<file path="src/rtl/core/mqbh_pkg.sv">
// Shared types, codes and defaults for the multi-queue binary max-heap.
`default_nettype none

package mqbh_pkg;

    // Default sizes of the heap bank.
    localparam int MQBH_QUEUE_DEPTH = 128;
    localparam int MQBH_NUM_QUEUES  = 16;
    localparam int MQBH_KEY_WIDTH   = 32;

    // Fixed field widths of the transaction payloads.
    localparam int QSEL_W     = 4;
    localparam int KEY_IO_W   = 32;
    localparam int STATUS_W   = 2;
    localparam int COUNT_IO_W = 8;

    // Operation codes.
    localparam logic ACT_INSERT  = 1'b0;
    localparam logic ACT_EXTRACT = 1'b1;

    // Result status codes.
    localparam logic [STATUS_W-1:0] STATUS_OK    = 2'd0;
    localparam logic [STATUS_W-1:0] STATUS_FULL  = 2'd1;
    localparam logic [STATUS_W-1:0] STATUS_EMPTY = 2'd2;

    typedef struct packed {
        logic                       action;
        logic [QSEL_W-1:0]          queue_sel;
        logic signed [KEY_IO_W-1:0] key_in;
    } t_in_item;

    typedef struct packed {
        logic signed [KEY_IO_W-1:0] key_out;
        logic [STATUS_W-1:0]        status;
        logic [COUNT_IO_W-1:0]      count_after;
    } t_out_item;

    typedef enum logic [3:0] {
        S_IDLE,
        S_DECODE,
        S_UP_CHK,
        S_UP_CMP,
        S_EX_ROOT,
        S_EX_LAST,
        S_DN_CHK,
        S_DN_RDR,
        S_DN_CMP,
        S_FIN
    } t_state;

    // Which heap slot the memory read port addresses.
    typedef enum logic [2:0] {
        RD_ROOT,
        RD_LAST,
        RD_PARENT,
        RD_LEFT,
        RD_RIGHT
    } t_rd_sel;

    // What the memory write port stores at the current hole.
    typedef enum logic [1:0] {
        WR_KEY,
        WR_RDATA,
        WR_CHILD
    } t_wr_sel;

    typedef struct packed {
        logic    load;
        logic    init;
        logic    rd_en;
        t_rd_sel rd_sel;
        logic    cap_root;
        logic    cap_last;
        logic    cap_left;
        logic    wr_en;
        t_wr_sel wr_sel;
        logic    step_up;
        logic    step_down;
        logic    finish;
    } t_cmd;

    typedef struct packed {
        logic is_ext;
        logic bad_q;
        logic full;
        logic empty;
        logic pos_zero;
        logic parent_less;
        logic last_zero;
        logic has_left;
        logic down_move;
        logic out_free;
    } t_sts;

endpackage

`default_nettype wire

</file>
<file path="src/rtl/core/mqbh_ctrl.sv">
// Sequencing state machine for heap insert and extract operations.
`default_nettype none

module mqbh_ctrl (
    input  wire logic          i_clk,
    input  wire logic          i_rst_n,
    input  wire logic          i_in_valid,
    output logic               o_in_ready,
    input  wire mqbh_pkg::t_sts i_sts,
    output mqbh_pkg::t_cmd     o_cmd
);
    import mqbh_pkg::*;

    t_state r_state;
    t_state n_state;

    always_ff @(posedge i_clk) begin
        if (!i_rst_n) begin
            r_state <= S_IDLE;
        end else begin
            r_state <= n_state;
        end
    end

    always_comb begin
        n_state    = r_state;
        o_in_ready = 1'b0;
        o_cmd      = '0;
        o_cmd.rd_sel = RD_ROOT;
        o_cmd.wr_sel = WR_KEY;
        case (r_state)
            S_IDLE: begin
                o_in_ready = 1'b1;
                if (i_in_valid) begin
                    o_cmd.load = 1'b1;
                    n_state    = S_DECODE;
                end
            end
            S_DECODE: begin
                if (i_sts.bad_q || (!i_sts.is_ext && i_sts.full) ||
                    (i_sts.is_ext && i_sts.empty)) begin
                    n_state = S_FIN;
                end else if (!i_sts.is_ext) begin
                    o_cmd.init = 1'b1;
                    n_state    = S_UP_CHK;
                end else begin
                    o_cmd.init   = 1'b1;
                    o_cmd.rd_en  = 1'b1;
                    o_cmd.rd_sel = RD_ROOT;
                    n_state      = S_EX_ROOT;
                end
            end
            S_UP_CHK: begin
                if (i_sts.pos_zero) begin
                    o_cmd.wr_en  = 1'b1;
                    o_cmd.wr_sel = WR_KEY;
                    n_state      = S_FIN;
                end else begin
                    o_cmd.rd_en  = 1'b1;
                    o_cmd.rd_sel = RD_PARENT;
                    n_state      = S_UP_CMP;
                end
            end
            S_UP_CMP: begin
                o_cmd.wr_en = 1'b1;
                if (i_sts.parent_less) begin
                    o_cmd.wr_sel  = WR_RDATA;
                    o_cmd.step_up = 1'b1;
                    n_state       = S_UP_CHK;
                end else begin
                    o_cmd.wr_sel = WR_KEY;
                    n_state      = S_FIN;
                end
            end
            S_EX_ROOT: begin
                o_cmd.cap_root = 1'b1;
                o_cmd.rd_en    = 1'b1;
                o_cmd.rd_sel   = RD_LAST;
                n_state        = S_EX_LAST;
            end
            S_EX_LAST: begin
                o_cmd.cap_last = 1'b1;
                n_state        = i_sts.last_zero ? S_FIN : S_DN_CHK;
            end
            S_DN_CHK: begin
                if (i_sts.has_left) begin
                    o_cmd.rd_en  = 1'b1;
                    o_cmd.rd_sel = RD_LEFT;
                    n_state      = S_DN_RDR;
                end else begin
                    o_cmd.wr_en  = 1'b1;
                    o_cmd.wr_sel = WR_KEY;
                    n_state      = S_FIN;
                end
            end
            S_DN_RDR: begin
                o_cmd.cap_left = 1'b1;
                o_cmd.rd_en    = 1'b1;
                o_cmd.rd_sel   = RD_RIGHT;
                n_state        = S_DN_CMP;
            end
            S_DN_CMP: begin
                o_cmd.wr_en = 1'b1;
                if (i_sts.down_move) begin
                    o_cmd.wr_sel    = WR_CHILD;
                    o_cmd.step_down = 1'b1;
                    n_state         = S_DN_CHK;
                end else begin
                    o_cmd.wr_sel = WR_KEY;
                    n_state      = S_FIN;
                end
            end
            S_FIN: begin
                if (i_sts.out_free) begin
                    o_cmd.finish = 1'b1;
                    n_state      = S_IDLE;
                end
            end
            default: begin
                n_state = S_IDLE;
            end
        endcase
    end

endmodule

`default_nettype wire

</file>
<file path="config.mk">
export PLATFORM = sky130hd
export DESIGN_NAME = mqbh_ctrl
export DESIGN_NICKNAME = d
export VERILOG_FILES = /design/src/rtl/core/mqbh_pkg.sv /design/src/rtl/core/mqbh_ctrl.sv
export SDC_FILE = /design/constraint.sdc
export NUM_CORES = 1
export LEC_CHECK = 0
export BUFFER_PORTS_ARGS = -buffer_cell sky130_fd_sc_hd__clkbuf_2
export CORE_AREA = 2 2 39 41
export DETAILED_ROUTE_END_ITERATION = 12
export DIE_AREA = 0 0 41 43
export GPL_TIMING_DRIVEN = 0
export PLACE_DENSITY_LB_ADDON = 0.08
export SLEW_MARGIN = 10
export SYNTH_ARGS = -nofsm -noshare
export SYNTH_HDL_FRONTEND = slang
export SYNTH_SLANG_ARGS = --single-unit
</file>
<file path="constraint.sdc">
create_clock -name i_clk -period 2.6 [get_ports i_clk]
set_clock_uncertainty 0.15 [all_clocks]
set_input_delay 0.39 -clock i_clk [delete_from_list [all_inputs] [get_ports i_clk]]
set_output_delay 0.39 -clock i_clk [all_outputs]
set_load 0.1 [all_outputs]
</file>
# [Word level (Yosys, flattened, before mapping)]
# Cells that the tools add are included.
[totals] inputBits=13 n_memories=0 reg_bits=4 word_cells=52 rom_bits=0 latch_bits=0 ram_bits=0
[classes] n_addsub=0 n_eq_ne=11 bitwise=0 n_reduce_logical=7 shifts=0 multipliers=0 n_div=0 magnitude_cmp=0 mux=33
[op_table] operator="$mux W4" n=11
[op_table] operator="$pmux W4 S10" n=1
[op_table] operator="$pmux W4 S5" n=1
[op_table] operator="$eq A4 B3 Y1 const B" n=4
[op_table] operator="$mux W1" n=14
[op_table] operator="$pmux W3 S4" n=1
[op_table] operator="$mux W3" n=3
[op_table] operator="$eq A4 B2 Y1 const B" n=2
[op_table] operator="$eq A4 B4 Y1 const B" n=2
[op_table] operator="$mux W5" n=1
[op_table] operator="$eq A4 B1 Y1 const B" n=1
[op_table] operator="$logic_not A4 Y1" n=1
[op_table] operator="$ne A2 B2 Y1 const B" n=2
[op_table] operator="$logic_and A1 B1 Y1" n=2
[op_table] operator="$logic_or A1 B1 Y1" n=2
[op_table] operator="$mux W2" n=1
[op_table] operator="$reduce_and A2 Y1" n=1
[op_table] operator="$logic_not A1 Y1" n=1

# [Logic depth before layout (Yosys ltp)]
[logic_depth] depth_word=6 mapped_depth=6

# [Worst setup path after synthesis]
# Ideal clock, no wire load.
[synth_timing] kind="register to output" start="register r_state[0]" end="output port o_cmd[14] (netlist bit)" arrival_time_ns=4.561 n_path_buf=2 path_slack_ns=-2.501 stages_incl_launch_ff=5 path_cell_list="dfxtp_1 buf_4 buf_2 nor4_1 and2_1"
[synth_rtl] item="start, declared" line="mqbh_ctrl.sv:14" text="t_state r_state;"
[synth_rtl] item="start signal, assigned" line="mqbh_ctrl.sv:21" text="r_state <= n_state;"
[synth_rtl] item="end, declared" line="mqbh_ctrl.sv:10" text="output mqbh_pkg::t_cmd o_cmd"

==> results.cfg <==
[setup_path]
cp_max_fo = 8
end_kind = output pin
startpoint_type = register
startpoint = r_state[0]
r2r_start = r_state[0]
reg2reg_to = r_state[2]
crit_arrival_ns = 1.86
worstSetupPathType = reg -> out
r2r_cells = 5
r2r_setup_slack_ns = 0.98
crit_required_ns = 2.06

[status]
status = finished, final reports clean

[finish]
top_register = r_state
drive_above_1_share = 0.509
top_regs = r_state (4)
final_common_cell = clkbuf_2
syn_to_final_growth_pct = 51.9
largest_reg_flops = 4
stdcell_area_sq_um = 769
nFillCells = 143
layout_common_cells = clkbuf_2 (28), nor2_1 (8), nor2b_1 (6)
finalNetCount = 121
num_antenna_cells = 0

[placement]
place_ws_ns = 0.449
portBuffers = 28
placed_area_sq_um = 747
hpwl_um = 1180
gp_congestion = 0.809

[die]
dieArea_sq_um = 1760
io_pins = 29
fp.dieH_um = 43
initial_core_util = 0.366
die_w_um = 41
rows = 14
placeableCoreArea_sq_um = 1380

[cts]
cts_made_buffers = 3
postCtsSetupBuffers = 0
tritoncts = done
clock_sinks = 4
htree_num_levels = 1
clk_path_buf_depth = 2
path_clk_slew_ns = 0.04
holdBufCountCts = 0
cts-root-buf = clkbuf_4
cts_resized = 0
clk-insertion-delay-late_ns = 0.23

[routing]
drc_errors = 0
dr.pass1.iters = 4
via_per_inst = 5.25
vias = 640
drtIter0Drc = 9
final_antenna_net_count = 0
drt-total-wl_um = 1380
wl_per_cell_um = 11.3

[sta]
clock.fmax_mhz = 417
hold_viol = 0
slew_headroom = 0.638
finalCritPeriodShare = 0.923
setup_viol = 0
worst_slack_ns = 0.200
period_minus_slack_ns = 2.40
worst_slew_pin_slew_ns = 0.545
grt_setup_unrepaired = no
hold_ws_ns = 0.264
drv_slew = 0

[pwr]
powerDensity_nw_per_um2 = 751
max-vdd-ir-drop_mv = 0.346
leakagePower_nw = 0.369
power_uw = 578

[synthesis]
syn_inst = 75
yosys_register_bits = 4
syn_avg_cell_area_sq_um = 6.76
synth_top_area_share = 0.158
synth_area_leaders = dfxtp_1 (16%), nor2_1 (8.1%), nor2b_1 (7.4%), buf_4 (5.9%), o31a_1 (5.2%)
ys_warn_count = 0
yosysSeqAreaShare = 0.158
synth_top_area_cell = dfxtp_1
synthesis.nets = 88
netlist_area_sq_um = 507
synth.distinct_cells = 33

[hold_path]
min_to = r_state[1]
hold_depth = 3
min_path_type = in -> reg
worstHoldStart = i_rst_n

[global_routing]
grt_pass1_vias = 540
grt_use_total = 0.168
grt_max_degree = 11
grt_pass1_wl_um = 2100
grt-ovfl-total = 0
antenna_found_initial = 0

[flow_run]
drv_cap = 0
==> synthesized netlist by cell type <==
library cell	instances
nor2_1	11
and2b_4	1
a211oi_1	2
nand3_1	1
nor4_1	1
buf_4	4
or2b_1	1
nand4_1	1
o22ai_1	1
a21oi_1	3
a22oi_1	1
a31oi_1	2
a2111oi_2	1
nor2b_1	6
nand2_2	1
nor2_4	1
or4_1	1
inv_1	3
nand2_1	5
a211o_1	1
dfxtp_1	4
and3_1	4
o31a_1	3
nand3b_1	1
nor3_1	4
buf_2	3
inv_2	1
and2_1	1
o221ai_1	1
o32ai_1	1
nand2b_1	2
nand4b_1	1
o21ai_0	1
==> cell families (layout without fill, tap and decap cells) <==
group,count (synthesis),count (layout),share of synthesized area
AOI/OAI and AO/OA,17,17,0.254
buffers and inverters,11,42,0.119
DFF,4,4,0.158
and+or+nand+nor,43,43,0.469
==> how the worst max path moves through the flow <==
stage	to	slack, ns	depth (start not counted)
finish	o_cmd[12]	0.20	6
global route	o_cmd[12]	0.13	7
CTS	o_cmd[12]	0.19	6
detailed placement	o_cmd[12]	0.45	6
global placement	o_cmd[12]	0.44	6
floorplan	o_cmd[14]	-0.55	4
==> metrics by stage <==
stage,std cells,utilization,setup TNS [ns]
after CTS,122,0.556,0
final,122,0.556,0
after detailed placement,119,0.540,0
after global routing,122,0.556,0
after global placement,119,0.540,0
after floorplan,75,-,-0.643
==> per-layer routing <==
layer  vias to the layer above  share of wire  track usage
met5                         -              0            0
met4                         0              0       0.0600
met3                         0          0.056       0.0157
met2                        23           0.49        0.269
met1                       286           0.45        0.221
li1                        331              -            -
==> layout make-up <==
cell class	instances	area, sq um	share of cell area
Sequential cell	4	81.3	0.106
Tap cell	16	20.0	0.0260
Inverter	4	15.0	0.0195
Clock buffer	3	22.5	0.0293
Buffer	7	51.3	0.0667
Multi-Input combinational cell	60	439	0.571
Timing Repair Buffer	28	140	0.182
==> power by group <==
part / switching (mW) / internal [mW]
logic: 0.314 / 0.112
registers: 0.00693 / 0.0722
clock network: 0.0215 / 0.0513
total: 0.343 / 0.235
==> critical path, stage by stage, from the launching register on <==
cell and delay [ns]:
dfxtp_1 0.29, buf_4 0.15, and2b_4 0.18, and3_1 0.16, o21ai_0 0.41, nand2_4 0.06, clkbuf_2 0.37
(Power assumes the default switching activity.)
